File: src/hw/rtl/calendar_date_difference_assert.svh
// Assertion macros shared by the calendar date difference RTL.
// Both expect a clock named clk in scope; CDD_ASSERT also expects a synchronous reset named rst.
`ifndef CALENDAR_DATE_DIFFERENCE_ASSERT_SVH
`define CALENDAR_DATE_DIFFERENCE_ASSERT_SVH

`ifndef ASSERT_OFF

// checked only outside reset
`define CDD_ASSERT(lbl, prop) \
  lbl: assert property (@(posedge clk) disable iff (rst) prop) \
    else $error("calendar_date_difference: check failed");

// checked on every edge, reset included
`define CDD_ASSERT_ALWAYS(lbl, prop) \
  lbl: assert property (@(posedge clk) prop) \
    else $error("calendar_date_difference: check failed");

`else

`define CDD_ASSERT(lbl, prop)
`define CDD_ASSERT_ALWAYS(lbl, prop)

`endif

`endif

File: src/hw/rtl/cdd_pkg.sv
`default_nettype none

package cdd_pkg;

  localparam int unsigned MAX_YEAR = 9999;

  localparam int DAY_W   = 5;
  localparam int MONTH_W = 4;
  localparam int YEAR_W  = 14;
  localparam int COUNT_W = 22;
  // day number width: 365 * (2**YEAR_W - 1) plus corrections fits in 23 bits
  localparam int NUM_W   = 23;

  // pipeline depth: three date stages plus the difference stage
  localparam int STAGES = 4;

  typedef logic signed [1:0] order_t;

  localparam order_t ORD_LATER   = 2'sb01;
  localparam order_t ORD_EARLIER = 2'sb11;
  localparam order_t ORD_SAME    = 2'sb00;

  typedef struct packed {
    logic [DAY_W-1:0]   day_a;
    logic [MONTH_W-1:0] month_a;
    logic [YEAR_W-1:0]  year_a;
    logic [DAY_W-1:0]   day_b;
    logic [MONTH_W-1:0] month_b;
    logic [YEAR_W-1:0]  year_b;
  } in_word_t;

  typedef struct packed {
    order_t             order;
    logic [COUNT_W-1:0] day_count;
    logic               valid_a;
    logic               valid_b;
  } out_word_t;

  // per-stage advance enables, bit k loads stage k+1
  typedef logic [STAGES-1:0] adv_t;

endpackage

`default_nettype wire

File: src/hw/rtl/cdd_date_unit.sv
`default_nettype none

// Three-stage date checker and day-number generator for one date.
module cdd_date_unit
  import cdd_pkg::*;
(
  input  wire logic               clk,
  input  wire adv_t               adv,
  input  wire logic [DAY_W-1:0]   day,
  input  wire logic [MONTH_W-1:0] month,
  input  wire logic [YEAR_W-1:0]  year,
  output logic                    ok,
  output logic [NUM_W-1:0]        num
);

  // floor(p / 100) == (p * 5243) >> 19 for every 14-bit p
  localparam int RECIP_100   = 5243;
  localparam int RECIP_SHIFT = 19;
  localparam int PROD_W      = YEAR_W + 13;
  localparam int Q_W         = 8;

  function automatic logic [DAY_W-1:0] month_days(input logic [MONTH_W-1:0] m,
                                                  input logic leap);
    logic [DAY_W-1:0] len;
    unique case (m)
      4'd1, 4'd3, 4'd5, 4'd7, 4'd8, 4'd10, 4'd12: len = 5'd31;
      4'd4, 4'd6, 4'd9, 4'd11:                    len = 5'd30;
      4'd2:                                       len = leap ? 5'd29 : 5'd28;
      default:                                    len = 5'd0;
    endcase
    return len;
  endfunction

  function automatic logic [8:0] days_before(input logic [MONTH_W-1:0] m);
    logic [8:0] n;
    unique case (m)
      4'd2:    n = 9'd31;
      4'd3:    n = 9'd59;
      4'd4:    n = 9'd90;
      4'd5:    n = 9'd120;
      4'd6:    n = 9'd151;
      4'd7:    n = 9'd181;
      4'd8:    n = 9'd212;
      4'd9:    n = 9'd243;
      4'd10:   n = 9'd273;
      4'd11:   n = 9'd304;
      4'd12:   n = 9'd334;
      default: n = 9'd0;
    endcase
    return n;
  endfunction

  // stage 1: p = year - 1, p / 100, range checks
  logic [YEAR_W-1:0]  s1_p;
  logic [Q_W-1:0]     s1_q;
  logic [MONTH_W-1:0] s1_m;
  logic [DAY_W-1:0]   s1_d;
  logic               s1_ok;

  logic [YEAR_W-1:0]  p_next;
  logic [PROD_W-1:0]  prod;

  assign p_next = year - YEAR_W'(1);
  assign prod   = PROD_W'(p_next) * PROD_W'(RECIP_100);

  always_ff @(posedge clk) begin
    if (adv[0]) begin
      s1_p  <= p_next;
      s1_q  <= Q_W'(prod >> RECIP_SHIFT);
      s1_m  <= month;
      s1_d  <= day;
      s1_ok <= (year != '0) && (32'(year) <= MAX_YEAR) &&
               (month >= 4'd1) && (month <= 4'd12) && (day != '0);
    end
  end

  // stage 2: leap rule, month length, year part of the day number
  logic [NUM_W-1:0]   s2_yr;
  logic [Q_W-1:0]     s2_q;
  logic [MONTH_W-1:0] s2_m;
  logic [DAY_W-1:0]   s2_d;
  logic               s2_leap;
  logic               s2_ok;

  logic [6:0]        rem;
  logic              cent;
  logic              leap_next;
  logic [YEAR_W-1:0] rem_full;

  assign rem_full  = s1_p - YEAR_W'(s1_q) * YEAR_W'(7'd100);
  assign rem       = rem_full[6:0];
  // year = p + 1 is a century year when p mod 100 is 99
  assign cent      = (rem == 7'd99);
  assign leap_next = ((s1_p[1:0] == 2'b11) && !cent) ||
                     (cent && (s1_q[1:0] == 2'b11));

  always_ff @(posedge clk) begin
    if (adv[1]) begin
      s2_yr   <= NUM_W'(s1_p) * NUM_W'(365) + NUM_W'(s1_p >> 2);
      s2_q    <= s1_q;
      s2_m    <= s1_m;
      s2_d    <= s1_d;
      s2_leap <= leap_next;
      s2_ok   <= s1_ok && (s1_d <= month_days(s1_m, leap_next));
    end
  end

  // stage 3: century corrections, month offset, day
  logic leap_bump;
  assign leap_bump = (s2_m > 4'd2) && s2_leap;

  always_ff @(posedge clk) begin
    if (adv[2]) begin
      num <= s2_yr - NUM_W'(s2_q) + NUM_W'(s2_q >> 2) + NUM_W'(days_before(s2_m))
             + NUM_W'(leap_bump) + NUM_W'(s2_d);
      ok  <= s2_ok;
    end
  end

endmodule

`default_nettype wire

File: src/hw/rtl/cdd_diff.sv
`default_nettype none

// Output stage: absolute day difference, gated by both dates being valid.
module cdd_diff
  import cdd_pkg::*;
(
  input  wire logic             clk,
  input  wire logic             load,
  input  wire logic [NUM_W-1:0] num_a,
  input  wire logic [NUM_W-1:0] num_b,
  input  wire logic             ok_a,
  input  wire logic             ok_b,
  input  wire order_t           order,
  output out_word_t             word
);

  logic [NUM_W-1:0] span;

  assign span = (num_a >= num_b) ? (num_a - num_b) : (num_b - num_a);

  always_ff @(posedge clk) begin
    if (load) begin
      word.order     <= order;
      word.day_count <= (ok_a && ok_b) ? span[COUNT_W-1:0] : '0;
      word.valid_a   <= ok_a;
      word.valid_b   <= ok_b;
    end
  end

endmodule

`default_nettype wire

File: src/hw/rtl/calendar_date_difference.sv
`default_nettype none

// Gregorian date difference. Each input word holds two dates A and B; each
// result word reports whether each date is valid (year 1..9999, month 1..12,
// day within the month, Feb 29 only in leap years), the order of A against B
// (1 later, -1 earlier, 0 same, compared on the raw fields year, month, day),
// and the absolute number of days between them, forced to 0 when either date
// is invalid. Throughput is one word per clock while result_stall is low; an
// accepted input word reaches its result word through the four register stages:
// year split and divide-by-100, leap rule and year part of the day number,
// month and day offsets, and the final subtract. Stall on the result side
// propagates back only as far as needed: empty stages keep filling, so the
// input side stalls only when all four stages hold words.
module calendar_date_difference
  import cdd_pkg::*;
(
  input  wire logic      clk,
  input  wire logic      rst,
  input  wire logic      dates_valid,
  output logic           dates_stall,
  input  wire in_word_t  dates,
  output logic           result_valid,
  input  wire logic      result_stall,
  output out_word_t      result
);

`include "calendar_date_difference_assert.svh"

  // vld[k] marks that stage k+1 holds a word
  logic [STAGES-1:0] vld;
  adv_t              adv;

  // a stage loads when it is empty or its contents move on
  always_comb begin
    adv[STAGES-1] = !vld[STAGES-1] || !result_stall;
    for (int k = STAGES - 2; k >= 0; k--) begin
      adv[k] = !vld[k] || adv[k+1];
    end
  end

  assign dates_stall  = !adv[0];
  assign result_valid = vld[STAGES-1];

  always_ff @(posedge clk) begin
    if (rst) begin
      vld <= '0;
    end else begin
      if (adv[0]) begin
        vld[0] <= dates_valid;
      end
      for (int k = 1; k < STAGES; k++) begin
        if (adv[k]) begin
          vld[k] <= vld[k-1];
        end
      end
    end
  end

  // order on the raw fields, year first
  order_t order_next;

  always_comb begin
    priority if (dates.year_a != dates.year_b) begin
      order_next = (dates.year_a > dates.year_b) ? ORD_LATER : ORD_EARLIER;
    end else if (dates.month_a != dates.month_b) begin
      order_next = (dates.month_a > dates.month_b) ? ORD_LATER : ORD_EARLIER;
    end else if (dates.day_a != dates.day_b) begin
      order_next = (dates.day_a > dates.day_b) ? ORD_LATER : ORD_EARLIER;
    end else begin
      order_next = ORD_SAME;
    end
  end

  // order rides alongside the three date stages
  order_t ord_s1;
  order_t ord_s2;
  order_t ord_s3;

  always_ff @(posedge clk) begin
    if (adv[0]) begin
      ord_s1 <= order_next;
    end
    if (adv[1]) begin
      ord_s2 <= ord_s1;
    end
    if (adv[2]) begin
      ord_s3 <= ord_s2;
    end
  end

  logic             ok_a;
  logic             ok_b;
  logic [NUM_W-1:0] num_a;
  logic [NUM_W-1:0] num_b;

  cdd_date_unit u_date_a (
    .clk   (clk),
    .adv   (adv),
    .day   (dates.day_a),
    .month (dates.month_a),
    .year  (dates.year_a),
    .ok    (ok_a),
    .num   (num_a)
  );

  cdd_date_unit u_date_b (
    .clk   (clk),
    .adv   (adv),
    .day   (dates.day_b),
    .month (dates.month_b),
    .year  (dates.year_b),
    .ok    (ok_b),
    .num   (num_b)
  );

  cdd_diff u_diff (
    .clk   (clk),
    .load  (adv[STAGES-1]),
    .num_a (num_a),
    .num_b (num_b),
    .ok_a  (ok_a),
    .ok_b  (ok_b),
    .order (ord_s3),
    .word  (result)
  );

  // input side stalls only with every stage occupied
  `CDD_ASSERT(a_stall_full, dates_stall |-> (vld == '1))
  // an invalid date never yields a nonzero count
  `CDD_ASSERT(a_inv_a_zero, result_valid && !result.valid_a |-> result.day_count == '0)
  `CDD_ASSERT(a_inv_b_zero, result_valid && !result.valid_b |-> result.day_count == '0)
  // identical dates are zero days apart
  `CDD_ASSERT(a_same_zero, result_valid && (result.order == ORD_SAME) |-> result.day_count == '0)
  // reset empties the pipeline
  `CDD_ASSERT(a_rst_empty, $past(rst) |-> (vld == '0))

endmodule

`default_nettype wire
File: config.mk
export PLATFORM = sky130hd
export DESIGN_NAME = calendar_date_difference
export DESIGN_NICKNAME = d
export VERILOG_FILES = /design/src/hw/rtl/cdd_pkg.sv /design/src/hw/rtl/cdd_date_unit.sv /design/src/hw/rtl/cdd_diff.sv /design/src/hw/rtl/calendar_date_difference.sv
export VERILOG_INCLUDE_DIRS = /design/src /design/src/hw/rtl
export SDC_FILE = /design/constraint.sdc
export NUM_CORES = 1
export LEC_CHECK = 0
export ABC_CLOCK_PERIOD_IN_PS = 13400
export BUFFER_PORTS_ARGS = -buffer_cell sky130_fd_sc_hd__buf_4
export CORE_MARGIN = 3
export CORE_UTILIZATION = 37
export DETAILED_ROUTE_END_ITERATION = 8
export PLACE_DENSITY = 0.52
export SYNTH_ARGS = -nofsm -noshare
export SYNTH_HDL_FRONTEND = slang
export SYNTH_SLANG_ARGS = --single-unit
File: constraint.sdc
create_clock -name clk -period 13.4 [get_ports clk]
set_input_delay 4.02 -clock clk [delete_from_list [all_inputs] [get_ports clk]]
set_output_delay 4.02 -clock clk [all_outputs]
set_load 0.02 [all_outputs]
==> summary.txt, run 1 <==
Min path
  • Hold wc startpoint: u_date_b.s1_q[5]
  • Hold path cells: 0
  • Min-delay worst type: flop to flop

Floorplanning
  • Die H: roughly 280 µm
  • I/O pin cnt: between 70 and 80
  • FP Rows: 100
  • Die X-Extent: roughly 280 µm
  • Core ar.: 75,200 µm²
  • Starting density of the core: 0.3769
  • DIE AREA: ~80,000 µm²

CTS
  • CTS Buf Count: 34
  • Clock Latency Late Sink: about 0.54 ns
  • Hold buffers post-CTS: 0
  • CTS root buf: clkbuf_16
  • Clock Sinks: 250
  • Gates resized, CTS repair: 0
  • CTS max path bufs: 3
  • CTS tree: built
  • CTS H-tree depth: 2
  • Clk slew on worst S/H paths: approximately 0.06 ns
  • Post-CTS Repair Setup Buffers: 0

Setup path
  • Crit Path Class: input port to flop
  • Worst Setup End Kind: flop
  • Worst r2r src: u_date_b.s1_p[8]
  • Critical path's slowest cell: nor3b_1
  • Cells on worst reg2reg path: 18
  • CP top delay family: adder cells
  • Slowest stage delay, CP: 0.55 ns
  • Worst Path Required: 13.68 ns
  • Critical Path Source: dates[23]
  • Peak fanout along the critical path: 7
  • Arr. time, crit path: between 10 and 15 ns
  • Most frequent CP cell: inv_1
  • CP bufs+invs: 7
  • Path length in cells of the critical path: 27
  • Startpoint type of the worst setup path: input port

GRT
  • GRT Total Usage: 0.1598
  • Global-route wire length before repair: around 100 mm
  • Largest net degree at the start of global routing: 51
  • Vias in the first global route: approximately 20,000
  • Grt ovf: 0
  • Antenna violations before repair: 0

Synth
  • Synth Register Bits: 250
  • Yosys cell types: between 70 and 80
  • Post-synth top area share: 0.2416
  • Synth area leaders: edfxtp_1, ha_1, fa_1
  • Top FF cell, synth: edfxtp_1
  • Register area share after synthesis: 0.2571
  • Biggest area consumer among synthesized cells: edfxtp_1
  • Syn Nets: 3,591
  • Commonest cells post-synth: inv_1, ha_1, fa_1, edfxtp_1, a21oi_1
  • Mapped Avg Cell Area: just over 10 µm²
  • Synth Warn #: 0
  • Syn Inst Count: 2,740
  • Number of flops mapped to enable cells by yosys: ~230
  • Post-synth ARST share: 0
  • Post-Syn Area: about 28,000 µm²
  • Cell with the most instances after synthesis: inv_1

Route
  • Routed Antenna Nets: 0
  • Vias per inst: 4.816
  • Iteration-0 DRC Markers: 917
  • DRC: 0
  • Total Routed Length: between 60 and 70 mm
  • Post-DR wirelength/cell: 15.82 µm
  • Pre-Repair DR Iteration Count: 5
  • Vias: 18,700

Finish
  • Layout Cells excl Fill: a little under 4,000
  • Antenna Cells: 0
  • Nets: ~3,700
  • Design area: 31,360 µm²
  • Fillers: roughly 7,200
  • Share of layout cells above drive strength 1: 0.06184
  • Area Overhead vs Synth: 10.64%

Timing
  • Maximum clock frequency: roughly 0.093 GHz
  • Final slew viol count: 0
  • Relative slew slack: 0.2804
  • Final period utilization: 0.8028
  • Worst-case clock skew: 0.02244 ns
  • Final setup viols: 0
  • Worst-margin pin slew: 1.077 ns
  • RSZ-0062 raised after global routing: no
  • Minimum clock period after layout: about 11 ns
  • Setup TNS: 0 ns
  • Count of final hold-check violations: 0

Placement
  • Placer Congestion: 0.9040
  • Area after DPL: 30,180 µm²
  • Input/output buffers: 77
  • Placed cell count: between 3,000 and 4,000
  • Detailed Place HPWL: approximately 53 mm

Status
  • Status: finished, final reports clean

Flow run
  • MaxCap Viol Count: 0
-- routing by layer --
metal  track usage  routed length [µm]  vias to the layer above
met2        0.2715               28630                      263
met4       0.04110                1424                        0
li1              -                   -                     9374
met1        0.2174               29420                     8980
met3       0.01884                1949                       80
met5             0                   0                        -
-- worst register-to-register path, delay by kind of cell (launching register included) --
| kind | cells | cell delay [ns] |
|---|---|---|
| buffers and inverters | 4 | 0.26 |
| AO/OA/AOI/OAI | 6 | 1.78 |
| adder cells (fa/ha/maj) | 6 | 2.68 |
| flip-flops | 1 | 0.51 |
| AND/OR/NAND/NOR | 1 | 0.14 |
| XOR/XNOR | 1 | 0.20 |
-- flip-flops by register name (all words and copies together) (netlist names), 4 cells and up, named ones only --
register,cells
u_date_a.s2_q,8
u_date_b.s1_d,5
u_date_b.s1_m,4
u_date_b.s2_yr,23
u_date_b.s1_p,14
u_date_b.s2_m,4
u_date_b.s2_q,8
u_date_a.s2_m,4
u_date_a.s1_d,5
u_date_b.num,23
u_date_b.s1_q,8
vld,4
u_diff.word,26
u_date_a.s1_m,4
u_date_a.s2_d,5
u_date_a.s1_q,8
u_date_a.num,23
u_date_a.s2_yr,23
u_date_b.s2_d,5
u_date_a.s1_p,14
-- final timing paths --
path	end	slack [ns]
worst min register to register	u_date_b.s2_q[5]	0.42
worst max register to register	u_date_b.s2_yr[22]	7.64
worst min-delay path	u_date_b.s2_q[5]	0.42
worst max-delay path	u_date_a.s1_q[6]	2.64
-- cells in the final DEF (no fill, tap or decap), types with 9 or more instances in the layout --
master and n:
nand3_1 25, o21a_1 17, o211ai_1 18, a21o_1 65
a21boi_0 9, nor2b_1 24, nor2_1 106, clkbuf_16 38
nand4_1 22, a21oi_1 147, xnor2_1 117, dfxtp_1 22
a31oi_1 16, nor3_1 41, o21bai_1 20, and2_1 10
mux2i_1 18, buf_4 87, nand2_1 83, nand2b_1 18
xor2_1 45, fa_1 261, inv_1 636, and3_1 18
edfxtp_1 228, o21ai_0 69, ha_1 540
-- stage by stage --
| stage | hold WS, ns | worst slack (ns) | util |
|---|---|---|---|
| finish | 0.4180 | 2.643 | 0.4170 |
| global route | 0.4281 | 1.979 | 0.4170 |
| CTS | 0.4201 | 2.658 | 0.4170 |
| detailed placement | 0.4061 | 2.064 | 0.4013 |
| global placement | 0.4090 | 2.303 | 0.4013 |
| floorplan | 0.4003 | 2.927 | - |
-- area by class of cell --
cell class	instances	area, µm²	area share
Sequential cell	250	7287	0.2324
Timing Repair Buffer	87	653.1	0.02083
Multi-Input combinational cell	1828	18570	0.5922
Clock inverter	18	203.9	0.006504
Clock buffer	42	975.9	0.03112
Inverter	637	2391	0.07625
Tap cell	1020	1276	0.04070
-- cells by family after synthesis --
kind of cell,count (synthesis),synth area share
buffers and inverters,662,0.08838
AOI/OAI and AO/OA,436,0.09951
DFF,250,0.2571
muxes,27,0.01007
and+or+nand+nor,402,0.07209
adders and majority gates,801,0.4228
xor gates and xnor gates,162,0.05006
Power of run 1 is not shown: default switching activity piles up to over one toggle a cycle in this logic, so the estimate is an artifact.
==> run 2: changes to the inputs <==
--- a/config.mk
+++ b/config.mk
@@ -6,7 +6,8 @@
 export SDC_FILE = /design/constraint.sdc
 export NUM_CORES = 1
 export LEC_CHECK = 0
-export ABC_CLOCK_PERIOD_IN_PS = 13400
+export ABC_AREA = 1
+export ABC_CLOCK_PERIOD_IN_PS = 10600
 export BUFFER_PORTS_ARGS = -buffer_cell sky130_fd_sc_hd__buf_4
 export CORE_MARGIN = 3
 export CORE_UTILIZATION = 37
==> constraint.sdc (replaced) <==
create_clock -name clk -period 10.6 [get_ports clk]
set_input_delay 3.18 -clock clk [delete_from_list [all_inputs] [get_ports clk]]
set_output_delay 3.18 -clock clk [all_outputs]
set_load 0.02 [all_outputs]
==> summary.txt, run 2 <==
Setup path
  • Crit Path Class: input port to output port
  • Most frequent CP cell: buf_4
  • Critical-path cell list: buf_4 -> nand2_1 -> buf_4 -> nor2_1 -> nand2_4 -> nor2_1 -> buf_4
  • Slowest stage delay, CP: 0.74 ns (+0.19 ns)
  • Startpoint type of the worst setup path: input port
  • Worst Path Required: 7.42 ns (-6.26 ns)
  • Worst Setup End Kind: output port
  • Critical path's slowest cell: nor2_1
  • Peak fanout along the critical path: 37 (+30)
  • Arr. time, crit path: 5.16 ns (-5.88 ns)

CTS
  • CTS tree: built
  • CTS H-tree depth: 2 (unchanged)
  • CTS max path bufs: 3 (unchanged)
  • Hold buffers post-CTS: 0 (unchanged)
  • Clk slew on worst S/H paths: 0.06 ns (about the same)
  • Gates resized, CTS repair: 0 (unchanged)
  • Post-CTS Repair Setup Buffers: 0 (unchanged)
  • Clock Sinks: 250 (unchanged)
  • CTS Buf Count: 34 (unchanged)
  • CTS root buf: clkbuf_16
  • Clock Latency Late Sink: 0.54 ns (about the same)

Route
  • Post-DR wirelength/cell: 15.67 µm (-0.94%)
  • Routed Antenna Nets: 0 (unchanged)
  • Pre-Repair DR Iteration Count: 6 (+1)
  • Total Routed Length: 76.32 mm (+24%)
  • Vias per inst: 4.729 (-1.8%)
  • DRC: 0 (unchanged)
  • Vias: 23,030 (+23%)
  • Iteration-0 DRC Markers: 1,076 (+17%)

Floorplanning
  • FP Rows: 105 (+5.0%)
  • Die X-Extent: 296.5 µm (+4.8%)
  • DIE AREA: 87,890 µm² (+9.9%)
  • Starting density of the core: 0.3771 (about the same)
  • Die H: 296.5 µm (+4.8%)
  • I/O pin cnt: 78 (unchanged)
  • Core ar.: 82,770 µm² (+10%)

Finish
  • Antenna Cells: 0 (unchanged)
  • Reg area: 7287 µm² (unchanged)
  • Reg with most FFs: u_diff.word
  • Most common cell after layout, fill and taps aside: inv_1
  • Max reg flops: 26 (unchanged)
  • Area of the multi-input gates: 20,490 µm² (+10%)
  • Nets: 4,626 (+25%)
  • Fillers: 8,478 (+17%)
  • Most frequent cells in the layout: inv_1, nand2_1, ha_1
  • Share of layout cells above drive strength 1: 0.04738 (-0.01446)
  • Final core utilization: 0.4129 (-0.004108)
  • Area Overhead vs Synth: 9.476%
  • Design area: 34,170 µm² (+9.0%)

Timing
  • Count of final hold-check violations: 0 (unchanged)
  • RSZ-0062 raised after global routing: no
  • Worst-case clock skew: 0.02421 ns (+0.001764 ns)
  • Minimum clock period after layout: around 8.3 ns
  • Maximum clock frequency: ~0.12 GHz
  • Setup TNS: 0 ns (unchanged)
  • Post-route setup slack: 2.262 ns (-0.3810 ns)
  • Relative slew slack: 0.2757 (-0.004685)
  • Worst-margin pin slew: 1.086 ns (+0.009635 ns)
  • Final period utilization: 0.7866
  • Final setup viols: 0 (unchanged)
  • Final slew viol count: 0 (unchanged)

Synth
  • Synth Register Bits: 250 (unchanged)
  • Top FF cell, synth: edfxtp_1
  • Synth Warn #: 0 (unchanged)
  • Post-synth ARST share: 0 (unchanged)
  • Mapped Avg Cell Area: 8.489 µm² (-18%)
  • Yosys cell types: 51 (-34%)
  • Biggest area consumer among synthesized cells: edfxtp_1
  • Cell with the most instances after synthesis: inv_1
  • Synth area leaders: edfxtp_1, ha_1, fa_1
  • Main combinational cell family by area after synthesis: adder cells
  • Post-Synth Simple-Gate Area: 0.1581 (+0.08603)
  • Number of flops mapped to enable cells by yosys: 228 (unchanged)
  • Syn Nets: 4,528 (+26%)
  • Syn Inst Count: 3,677 (+34%)
  • Post-synthesis mux area share: 0 (-0.01007)
  • Compound-Gate Fraction of Synth Area: 0.07484 (-0.02467)
  • Post-synthesis xor/xnor area fraction: 0.03952 (-0.01054)
  • Post-synth top area share: 0.2193 (-0.02224)
  • Post-Synth Adder-Cell Area: 0.3838 (-0.03892)
  • Commonest cells post-synth: inv_1, nand2_1, ha_1, fa_1, edfxtp_1
  • Register area share after synthesis: 0.2334 (-0.02367)
  • Post-Syn Area: 31,210 µm² (+10%)

GRT
  • Global-route wire length before repair: 123.3 mm (+20%)
  • Vias in the first global route: 23,330 (+16%)
  • Grt ovf: 0 (unchanged)
  • Largest net degree at the start of global routing: 67 (+31%)
  • GRT Total Usage: 0.1783 (+0.01847)
  • Antenna violations before repair: 1 (+1)

Placement
  • Placer Congestion: 0.9304 (+2.9%)
  • Input/output buffers: 77 (unchanged)
  • Detailed Place HPWL: 66.39 mm (+26%)
  • Pre-CTS setup slack: 1.797 ns (-0.2675 ns)
  • Area after DPL: 33,040 µm² (+9.5%)

Min path
  • Min-delay worst type: flop to flop

Status
  • Status: finished, final reports clean

Flow run
  • MaxCap Viol Count: 0 (unchanged)
==> run 2: cell types whose count changed in the layout (fill, tap and decap cells not counted), moves of 24 or more <==
cell	delta
a21o_1	-40
a21oi_1	+37
inv_1	+238
nand2_1	+609
nand3_1	+120
nor2_1	+109
nor2b_1	-24
o21ai_0	+25
xnor2_1	-74
xor2_1	+51
==> run 2: worst max-delay path: cells and delay by family <==
family | cells | cell delay (ns)
simple gates | 4 | 1.39
buf+inv | 3 | 0.58
==> run 2: metal layers <==
metal  up-vias  GRT usage  routed length [µm]
met5         -          0                   0
met4         0    0.05086                2085
met3        87    0.02008                2470
met2       335     0.2965               34850
met1     10680     0.2459               36920
li1      11920          -                   -
==> run 2: final cells by class <==
cell class	count	area share
Sequential cell	250	0.2132
Tap cell	1070	0.03918
Timing Repair Buffer	80	0.01757
Clock buffer	37	0.02585
Multi-Input combinational cell	2525	0.5997
Clock inverter	23	0.007323
Inverter	884	0.09710
==> run 2: metrics by stage <==
step / hold slack (ns) / cells
5_1_grt: 0.4410 / 4869
4_1_cts: 0.4306 / 4869
3_5_place_dp: 0.4152 / 4809
3_3_place_gp: 0.4054 / 4809
6_report: 0.4317 / 4869
2_1_floorplan: 0.4003 / 3677
==> run 2: cell families after synthesis <==
group                    after synthesis
AO/OA/AOI/OAI                        404
buffers and inverters                902
adder cells (fa/ha/maj)              801
AND/OR/NAND/NOR                     1180
flip-flops                           250
XOR/XNOR                             140
==> run 2: final timing paths <==
| check | start | end | slack, ns | cells after the start |
|---|---|---|---|---|
| max | result_stall | dates_stall | 2.26 | 7 |
| min | u_date_b.s2_ok | u_date_b.ok | 0.43 | 0 |
| max reg2reg | u_date_b.s1_p[9] | u_date_b.s2_yr[14] | 5.65 | 15 |
| min reg2reg | u_date_b.s2_ok | u_date_b.ok | 0.43 | 0 |
Power of run 2 is left out for the same reason.
